**config.mk**
```make
export PLATFORM = sky130hd
export DESIGN_NAME = one_shot_timer_table
export DESIGN_NICKNAME = d
export VERILOG_FILES = /design/src/hdl/ostt_pkg.sv /design/src/hdl/one_shot_timer_table.sv /design/src/hdl/ostt_seq.sv /design/src/hdl/ostt_dp.sv
export SDC_FILE = /design/constraint.sdc
export NUM_CORES = 2
export LEC_CHECK = 0
export BUFFER_PORTS_ARGS = -buffer_cell sky130_fd_sc_hd__buf_4
export CAP_MARGIN = 20
export CORE_ASPECT_RATIO = 2
export CORE_MARGIN = 3
export CORE_UTILIZATION = 60
export DETAILED_ROUTE_END_ITERATION = 8
export GPL_TIMING_DRIVEN = 1
export PLACE_DENSITY = 0.77
export SLEW_MARGIN = 5
export SYNTH_ARGS = -nofsm -noshare
export SYNTH_HDL_FRONTEND = slang
export SYNTH_SLANG_ARGS = --single-unit
```
**constraint.sdc**
```tcl
create_clock -name clk -period 8.3 [get_ports clk]
set_input_delay 0.83 -clock clk [delete_from_list [all_inputs] [get_ports clk]]
set_output_delay 0.83 -clock clk [all_outputs]
set_load 0.01 [all_outputs]
```
**src/hdl/ostt_pkg.sv**
```systemverilog
package ostt_pkg;

	localparam int MAX_RESULTS = 16;
	localparam int FW = $clog2(MAX_RESULTS + 1);
	localparam logic [31:0] FIRST_HANDLE = 32'h1;

	// command codes
	localparam logic [2:0] CMD_START   = 3'd0;
	localparam logic [2:0] CMD_RESTART = 3'd1;
	localparam logic [2:0] CMD_CANCEL  = 3'd2;
	localparam logic [2:0] CMD_TICK    = 3'd3;
	localparam logic [2:0] CMD_READ    = 3'd4;
	localparam logic [2:0] CMD_QUERY   = 3'd5;

	// microprogram addresses
	localparam int UAW = 3;
	typedef logic [UAW-1:0] uaddr_t;
	localparam uaddr_t UA_IDLE   = 3'd0;
	localparam uaddr_t UA_TICK   = 3'd1;
	localparam uaddr_t UA_SCAN   = 3'd2;
	localparam uaddr_t UA_DRAIN  = 3'd3;
	localparam uaddr_t UA_ARM    = 3'd4;
	localparam uaddr_t UA_FLUSH  = 3'd5;
	localparam uaddr_t UA_RESULT = 3'd6;

	// jump conditions
	localparam logic [1:0] C_ALWAYS  = 2'd0;
	localparam logic [1:0] C_START   = 2'd1;
	localparam logic [1:0] C_ENABLED = 2'd2;
	localparam logic [1:0] C_MORE    = 2'd3;

	// dispatch selection for the taken branch
	localparam logic [1:0] D_NONE   = 2'd0;
	localparam logic [1:0] D_ENTRY  = 2'd1;
	localparam logic [1:0] D_FINISH = 2'd2;

	typedef struct packed {
		logic [2:0]  command;
		logic [31:0] delay_ms;
		logic [31:0] handle_in;
		logic [31:0] check_time;
	} req_t;

	typedef struct packed {
		logic               status;
		logic [31:0]        handle_out;
		logic               fired;
		logic [31:0]        time_now;
		logic signed [31:0] remaining;
		logic               elapsed;
		logic               last;
	} res_t;

	typedef struct packed {
		logic       accept;
		logic       tick_inc;
		logic       rd;
		logic       ev;
		logic       arm;
		logic       emit_one;
		logic       flush;
		logic [1:0] cond;
		logic [1:0] disp;
		uaddr_t     t_addr;
		uaddr_t     f_addr;
	} ctl_t;

	typedef struct packed {
		logic       enabled;
		logic       more;
		logic [2:0] cmd;
	} stat_t;

	function automatic ctl_t ucode_rom(input uaddr_t a);
		ctl_t c;
		c = '0;
		case (a)
			UA_IDLE: begin
				c.accept = 1'b1;
				c.cond   = C_START;
				c.disp   = D_ENTRY;
				c.f_addr = UA_IDLE;
			end
			UA_TICK: begin
				c.tick_inc = 1'b1;
				c.cond     = C_ENABLED;
				c.t_addr   = UA_SCAN;
				c.f_addr   = UA_RESULT;
			end
			UA_SCAN: begin
				c.rd     = 1'b1;
				c.ev     = 1'b1;
				c.cond   = C_MORE;
				c.t_addr = UA_SCAN;
				c.f_addr = UA_DRAIN;
			end
			UA_DRAIN: begin
				c.ev   = 1'b1;
				c.cond = C_ALWAYS;
				c.disp = D_FINISH;
			end
			UA_ARM: begin
				c.arm    = 1'b1;
				c.cond   = C_ALWAYS;
				c.t_addr = UA_IDLE;
			end
			UA_FLUSH: begin
				c.flush  = 1'b1;
				c.cond   = C_ALWAYS;
				c.t_addr = UA_IDLE;
			end
			UA_RESULT: begin
				c.emit_one = 1'b1;
				c.cond     = C_ALWAYS;
				c.t_addr   = UA_IDLE;
			end
			default: begin
				c.cond   = C_ALWAYS;
				c.t_addr = UA_IDLE;
			end
		endcase
		return c;
	endfunction

	function automatic uaddr_t entry_tgt(input logic [2:0] cmd);
		uaddr_t t;
		case (cmd)
			CMD_START, CMD_RESTART, CMD_CANCEL: t = UA_SCAN;
			CMD_TICK:                           t = UA_TICK;
			default:                            t = UA_RESULT;
		endcase
		return t;
	endfunction

	function automatic uaddr_t finish_tgt(input logic [2:0] cmd);
		uaddr_t t;
		case (cmd)
			CMD_START, CMD_RESTART: t = UA_ARM;
			CMD_TICK:               t = UA_FLUSH;
			default:                t = UA_RESULT;
		endcase
		return t;
	endfunction

endpackage

```
**src/hdl/one_shot_timer_table.sv**
```systemverilog
// Sequence: start, restart and cancel give their word after the slot scan and drain, a tick
// after its tick step, scan and drain, or after the tick step alone while ticks are disabled
// (expired handles stream out during the slot scan); read time and query go straight to the result.
// Throughput: one command at a time; busy stays high while the microprogram runs and
// the slot scan reads one handle/deadline entry per cycle from the slot memories.
// Each result word is shown for one cycle on result_stb; the receiver cannot stall.
// Reset: arst_n clears all slots, the tick count and user count, next handle to 1.
module one_shot_timer_table import ostt_pkg::*; #(
	parameter int SLOTS = 16
) (
	input  logic clk,
	input  logic arst_n,
	input  logic start,
	output logic busy,
	input  req_t req,
	output res_t result,
	output logic result_stb
);

	ctl_t  ctl;
	stat_t st;

	ostt_seq u_seq (
		.clk     (clk),
		.arst_n  (arst_n),
		.start   (start),
		.req_cmd (req.command),
		.st      (st),
		.ctl     (ctl),
		.busy    (busy)
	);

	ostt_dp #(
		.SLOTS (SLOTS)
	) u_dp (
		.clk        (clk),
		.arst_n     (arst_n),
		.start      (start),
		.req        (req),
		.ctl        (ctl),
		.st         (st),
		.result     (result),
		.result_stb (result_stb)
	);

	a_accept_busy: assert property (@(posedge clk) disable iff (!arst_n)
		start && !busy |=> busy)
		else $error("accepted word did not start the sequencer");

	a_fired_handle: assert property (@(posedge clk) disable iff (!arst_n)
		result_stb && result.fired |-> result.handle_out != 32'd0 && !result.status)
		else $error("expiry reported without a handle");

	a_elapsed_sign: assert property (@(posedge clk) disable iff (!arst_n)
		result_stb && result.elapsed |-> result.remaining[31] || result.remaining == 32'sd0)
		else $error("elapsed flag disagrees with remaining time");

	a_status_arm: assert property (@(posedge clk) disable iff (!arst_n)
		result_stb && result.status |-> result.handle_out == 32'd0 && result.last)
		else $error("failed start carried a handle");

endmodule

```
**src/hdl/ostt_seq.sv**
```systemverilog
module ostt_seq import ostt_pkg::*; (
	input  logic       clk,
	input  logic       arst_n,
	input  logic       start,
	input  logic [2:0] req_cmd,
	input  stat_t      st,
	output ctl_t       ctl,
	output logic       busy
);

	uaddr_t upc_q;
	uaddr_t tgt;
	logic   cond_ok;

	assign ctl  = ucode_rom(upc_q);
	assign busy = (upc_q != UA_IDLE);

	always_comb begin
		case (ctl.cond)
			C_ALWAYS:  cond_ok = 1'b1;
			C_START:   cond_ok = start;
			C_ENABLED: cond_ok = st.enabled;
			C_MORE:    cond_ok = st.more;
			default:   cond_ok = 1'b1;
		endcase
		case (ctl.disp)
			D_ENTRY:  tgt = entry_tgt(req_cmd);
			D_FINISH: tgt = finish_tgt(st.cmd);
			default:  tgt = ctl.t_addr;
		endcase
	end

	always_ff @(posedge clk or negedge arst_n) begin
		if (!arst_n) begin
			upc_q <= UA_IDLE;
		end else begin
			upc_q <= cond_ok ? tgt : ctl.f_addr;
		end
	end

endmodule

```
**src/hdl/ostt_dp.sv**
```systemverilog
module ostt_dp import ostt_pkg::*; #(
	parameter int SLOTS = 16
) (
	input  logic  clk,
	input  logic  arst_n,
	input  logic  start,
	input  req_t  req,
	input  ctl_t  ctl,
	output stat_t st,
	output res_t  result,
	output logic  result_stb
);

	localparam int IW = (SLOTS > 1) ? $clog2(SLOTS) : 1;
	localparam logic [IW-1:0] TOP_IDX = IW'(SLOTS - 1);

	req_t            req_q;
	logic [IW-1:0]   idx_q;
	logic            rd_s1;
	logic [IW-1:0]   idx_s1;
	logic [31:0]     hdl_s1;
	logic [31:0]     dl_s1;
	logic [SLOTS-1:0] valid_q;
	logic [31:0]     hdl_mem [SLOTS];
	logic [31:0]     dl_mem  [SLOTS];
	logic [31:0]     tick_q;
	logic [31:0]     next_q;
	logic [31:0]     user_q;
	logic            en_q;
	logic            free_found_q;
	logic [IW-1:0]   free_idx_q;
	logic            hit_found_q;
	logic [IW-1:0]   hit_idx_q;
	logic [FW-1:0]   nfire_q;
	logic            pend_q;
	logic [31:0]     pend_hdl_q;
	res_t            res_q;
	logic            stb_q;

	logic            acc;
	logic            ev_now;
	logic            v_s1;
	logic            is_find;
	logic            cancel_hit;
	logic            expire;
	logic            release_now;
	logic            free_now;
	logic            hit_now;
	logic            arm_ok;
	logic [IW-1:0]   arm_idx;
	logic [31:0]     next_inc;
	logic [31:0]     next_nx;
	logic [31:0]     rem;
	res_t            res_nx;
	logic            stb_nx;

	assign acc     = ctl.accept & start;
	assign ev_now  = ctl.ev & rd_s1;
	assign v_s1    = valid_q[idx_s1];
	assign is_find = req_q.command inside {CMD_START, CMD_RESTART};

	assign cancel_hit = ev_now && (req_q.command == CMD_CANCEL) && v_s1
		&& (hdl_s1 == req_q.handle_in);
	assign expire = ev_now && (req_q.command == CMD_TICK) && v_s1 && (dl_s1 == tick_q)
		&& (nfire_q < FW'(MAX_RESULTS));
	assign release_now = cancel_hit | expire;
	assign free_now = ev_now && is_find && !v_s1 && !free_found_q;
	assign hit_now  = ev_now && (req_q.command == CMD_RESTART) && (req_q.handle_in != '0)
		&& v_s1 && (hdl_s1 == req_q.handle_in) && !hit_found_q;

	assign arm_ok   = hit_found_q | free_found_q;
	assign arm_idx  = hit_found_q ? hit_idx_q : free_idx_q;
	assign next_inc = next_q + 32'd1;
	assign next_nx  = (next_inc == '0) ? FIRST_HANDLE : next_inc;
	assign rem      = req_q.check_time - tick_q;

	assign st.enabled = en_q;
	assign st.more    = (idx_q != '0);
	assign st.cmd     = req_q.command;

	always_comb begin
		res_nx            = '0;
		res_nx.time_now   = tick_q;
		stb_nx            = 1'b0;
		if (expire && pend_q) begin
			// a newer expiry proves the held one is not the final word
			stb_nx            = 1'b1;
			res_nx.handle_out = pend_hdl_q;
			res_nx.fired      = 1'b1;
		end else if (ctl.arm) begin
			stb_nx            = 1'b1;
			res_nx.status     = !arm_ok;
			res_nx.handle_out = arm_ok ? next_q : 32'd0;
			res_nx.last       = 1'b1;
		end else if (ctl.flush) begin
			stb_nx            = 1'b1;
			res_nx.handle_out = pend_q ? pend_hdl_q : 32'd0;
			res_nx.fired      = pend_q;
			res_nx.last       = 1'b1;
		end else if (ctl.emit_one) begin
			stb_nx = 1'b1;
			if (req_q.command == CMD_QUERY) begin
				res_nx.remaining = rem;
				res_nx.elapsed   = (rem == '0) || rem[31];
			end
			res_nx.last = 1'b1;
		end
	end

	// control state
	always_ff @(posedge clk or negedge arst_n) begin
		if (!arst_n) begin
			idx_q        <= '0;
			rd_s1        <= 1'b0;
			valid_q      <= '0;
			tick_q       <= '0;
			next_q       <= FIRST_HANDLE;
			user_q       <= '0;
			en_q         <= 1'b1;
			free_found_q <= 1'b0;
			hit_found_q  <= 1'b0;
			nfire_q      <= '0;
			pend_q       <= 1'b0;
			stb_q        <= 1'b0;
		end else begin
			rd_s1 <= ctl.rd;
			stb_q <= stb_nx;
			if (acc) begin
				idx_q        <= TOP_IDX;
				free_found_q <= 1'b0;
				hit_found_q  <= 1'b0;
				nfire_q      <= '0;
				pend_q       <= 1'b0;
			end
			if (ctl.rd && idx_q != '0) begin
				idx_q <= idx_q - IW'(1);
			end
			if (ctl.tick_inc && en_q) begin
				tick_q <= tick_q + 32'd1;
			end
			if (free_now) begin
				free_found_q <= 1'b1;
			end
			if (hit_now) begin
				hit_found_q <= 1'b1;
			end
			if (release_now) begin
				valid_q[idx_s1] <= 1'b0;
				if (user_q != '0) begin
					user_q <= user_q - 32'd1;
					if (user_q == 32'd1) begin
						en_q <= 1'b0;
					end
				end
			end
			if (expire) begin
				pend_q  <= 1'b1;
				nfire_q <= nfire_q + FW'(1);
			end
			if (ctl.arm && arm_ok) begin
				valid_q[arm_idx] <= 1'b1;
				next_q           <= next_nx;
				en_q             <= 1'b1;
				if (!hit_found_q) begin
					user_q <= user_q + 32'd1;
				end
			end
			if (ctl.emit_one && req_q.command == CMD_READ) begin
				user_q <= user_q + 32'd1;
				en_q   <= 1'b1;
			end
		end
	end

	// payload and slot storage
	always_ff @(posedge clk) begin
		if (acc) begin
			req_q <= req;
		end
		if (ctl.rd) begin
			idx_s1 <= idx_q;
			hdl_s1 <= hdl_mem[idx_q];
			dl_s1  <= dl_mem[idx_q];
		end
		if (ctl.arm && arm_ok) begin
			hdl_mem[arm_idx] <= next_q;
			dl_mem[arm_idx]  <= tick_q + req_q.delay_ms;
		end
		if (free_now) begin
			free_idx_q <= idx_s1;
		end
		if (hit_now) begin
			hit_idx_q <= idx_s1;
		end
		if (expire) begin
			pend_hdl_q <= hdl_s1;
		end
		if (stb_nx) begin
			res_q <= res_nx;
		end
	end

	assign result     = res_q;
	assign result_stb = stb_q;

endmodule

```
==> impl_results.md <==
- Status: complete, no violations
- Synth area leaders: edfxtp_1, mux4_2, dfrtp_1, xnor2_1, ha_1
- 1st-iter DRT viols: 3614
- Hold/Removal Path Class: in2async
- Root buf cell: clkbuf_16
- Crit. End Element: flop
- DR pass1 iterations: 6
- EDFF count, synth: 1331
- Final setup fails: 0
- Fin Setup TNS: 0 ns
- CTS resizes: 0
- Fmax: 198.1 MHz
- Pins over their slew limit: 0
- Cts bufs inserted: 120
- First-pass GRT wire length: 221.3 mm
- Worst-path cell chain: ha_1, inv_1, fa_1, nor2b_1, o31a_1, o221a_2, o211ai_1, a31o_2, a2111oi_0, o211ai_1, a21oi_1, xor2_1
- RSZ-0062 raised after global routing: no
- Place WS: 3.296 ns
- Overall power: 18940 uW
- Post-CTS setup buffer count: 0
- Fraction of layout cells with a size suffix above 1: 0.2438
- Final critical-path share of the clock period: 0.6081
- Core area: 97900 um^2
- CP Launch Type: flop
- GRT Overall Usage: 0.2945
- Vias: 32136
- PD cells: 282.0 nW/um^2
- Syn Std Cell Area: 59400 um^2
- Reg2Reg Setup Slack: 3.25 ns
- Area Growth Syn to Fin: 13.08%
- Crit-path max FO: 16
- Syn nets: 3376
- Reg2reg start: u_dp.tick_q[0]$_DFFE_PN0P_
- Largest net degree at the start of global routing: 175
- Final min period: 5.048 ns
- Netlist cell types: 92
- Clk_skew: 0.03163 ns
- Worst rel slew slack: 0.1618
- Total gr overflow: 0
- R2R depth: 12
- Final WS setup: 3.252 ns
- Count leader, synth: edfxtp_1
- Post-Route WL: 150.1 mm
- Worst slew pin tran: 1.257 ns
- Max stage delay on crit path: 0.87 ns
- Average wire per standard cell: 30.78 um
- Synth Register Bits: 1461
- Post-synthesis sequential area ratio: 0.7276
- Gpl congestion: 0.9278
- Max Buffers Root-to-Sink: 3
- Required time worst endpoint: 8.71 ns
- Height of the die: 451.0 um
- Max Cap Viol: 0
- Antenna violations before repair: 2
- Vias per inst: 6.588
- I/O Buffers: 203
- Peak VDD IR: 0.0002658 V
- Worst skew pair latency: 0.77 ns
- Largest area contributor in the netlist: edfxtp_1
- Lkg Pwr: 0.02164 uW
- Synth Flop Type: edfxtp_1
- Die W: 228.5 um
- CTS H-tree lvls: 3
- Reg-to-Reg End: u_dp.dl_mem[0][28]$_DFFE_PP_
- Fin nets: 3634
- Most frequent cells after synthesis: edfxtp_1, mux4_2, xnor2_1
- Vias in the first global route: 33682
- Worst-path clk slew: 0.07 ns
- Die Footprint: 103000 um^2
- Antenna-violating nets left: 0
- Final hold viol count: 0
- Sink Count: 1461
- Kind of critical path: reg2reg
- Residual DRC: 0
- Average size of a mapped cell: 18.56 um^2
- Initial Utilization: 0.6068
- Ports: 204
- CP max-delay cell: a2111oi_0
- WP data arrival: 5.46 ns
- Cell Rows: 162
- Cts hold-fix bufs: 0
- CTS tree: yes
- Synthesized instance count: 3200
- Yosys Warn Count: 0
- DP HPWL: 85.37 mm
- CP most frequent cell: o211ai_1
- Synth async-reset ratio: 0.08898
- WHS: 0.04789 ns
- Area share of the largest cell type after synthesis: 0.6728
[cell families (layout without fill, tap and decap cells)]
group / after synthesis / after routing / synth area share
simple gates: 590 / 590 / 0.05089
other cells: 0 / 1 / 0
xor+xnor: 204 / 204 / 0.03033
fa+ha+maj: 74 / 74 / 0.01584
flops: 1461 / 1461 / 0.7276
mux: 332 / 332 / 0.1245
compound gates: 331 / 331 / 0.03749
buf+inv: 208 / 573 / 0.01335
[critical path, delay by kind of cell (launching register included)]
family                   cells  cell delay [ns]
AO/OA/AOI/OAI                7             2.39
XOR/XNOR                     1             0.81
adder cells (fa/ha/maj)      2             0.71
flip-flops                   1             0.53
AND/OR/NAND/NOR              1             0.18
buffers and inverters        1             0.08
[flip-flops by register name, summed over array words and instances (netlist names), 96 cells and up]
name and count:
u_dp.dl_mem 512, u_dp.result 100, u_dp.hdl_mem 512, u_dp.req_q 96
[metal layers]
layer | up-vias | GRT usage | share of wire
li1 | 13398 | - | -
met1 | 16577 | 0.3546 | 0.34
met2 | 1783 | 0.5157 | 0.53
met3 | 376 | 0.05092 | 0.076
met4 | 2 | 0.1466 | 0.052
met5 | - | 0 | 0.000087
[stage by stage]
stage	instances	area [um^2]	util
after floorplan	3200	59400	-
after global placement	4629	62660	0.6401
after detailed placement	4629	62660	0.6401
after CTS	4858	66930	0.6836
after global routing	4877	67170	0.6861
final	4878	67170	0.6861
[power breakdown]
part           switching (uW)  internal, uW  total, uW
Combinational            2020          1600       3620
Sequential                460          8760       9210
Clock                    2700          3400       6110
Total                    5180         13800      18900
[worst max path at each step]
stage | from | depth (start not counted) | to | slack [ns]
after global placement | u_dp.tick_q[0]$_DFFE_PN0P_ | 12 | u_dp.dl_mem[12][28]$_DFFE_PP_ | 3.55
final | u_dp.tick_q[0]$_DFFE_PN0P_ | 12 | u_dp.dl_mem[0][28]$_DFFE_PP_ | 3.25
after CTS | u_dp.tick_q[0]$_DFFE_PN0P_ | 13 | u_dp.dl_mem[3][26]$_DFFE_PP_ | 3.17
after floorplan | u_dp.idx_s1[0]$_DFFE_PN_ | 7 | u_dp.result_stb$_DFF_PN0_ | 1.27
after global routing | u_dp.tick_q[0]$_DFFE_PN0P_ | 12 | u_dp.dl_mem[6][28]$_DFFE_PP_ | 2.95
after detailed placement | u_dp.tick_q[0]$_DFFE_PN0P_ | 13 | u_dp.dl_mem[13][26]$_DFFE_PP_ | 3.30
[layout make-up]
class	instances	area [um^2]
sequential	1461	43240
fill	6009	30730
multi-input combinational	1531	15620
clock buffer	150	3216
timing repair buffer	272	2128
tap	1312	1642
clock inverter	79	1047
inverter	72	274.0
antenna	1	2.502
[cell usage in the layout (no fill, tap or decap), types with 15 or more instances in the layout]
master,count
dfrtp_1,124
inv_1,70
xnor2_1,140
edfxtp_1,1331
o21ai_0,80
buf_4,264
nor2_4,17
a22o_1,30
nand3_1,74
a21o_1,20
o22ai_1,15
clkbuf_1,20
nor2_1,113
a31oi_1,16
ha_1,72
and3_1,19
a21oi_1,69
nand2_1,117
clkinv_2,22
mux4_2,325
nor4_1,33
o21a_1,19
nor3_1,59
nand4_1,57
clkbuf_16,120
bufinv_16,20
xor2_1,53
(Power assumes the default switching activity.)
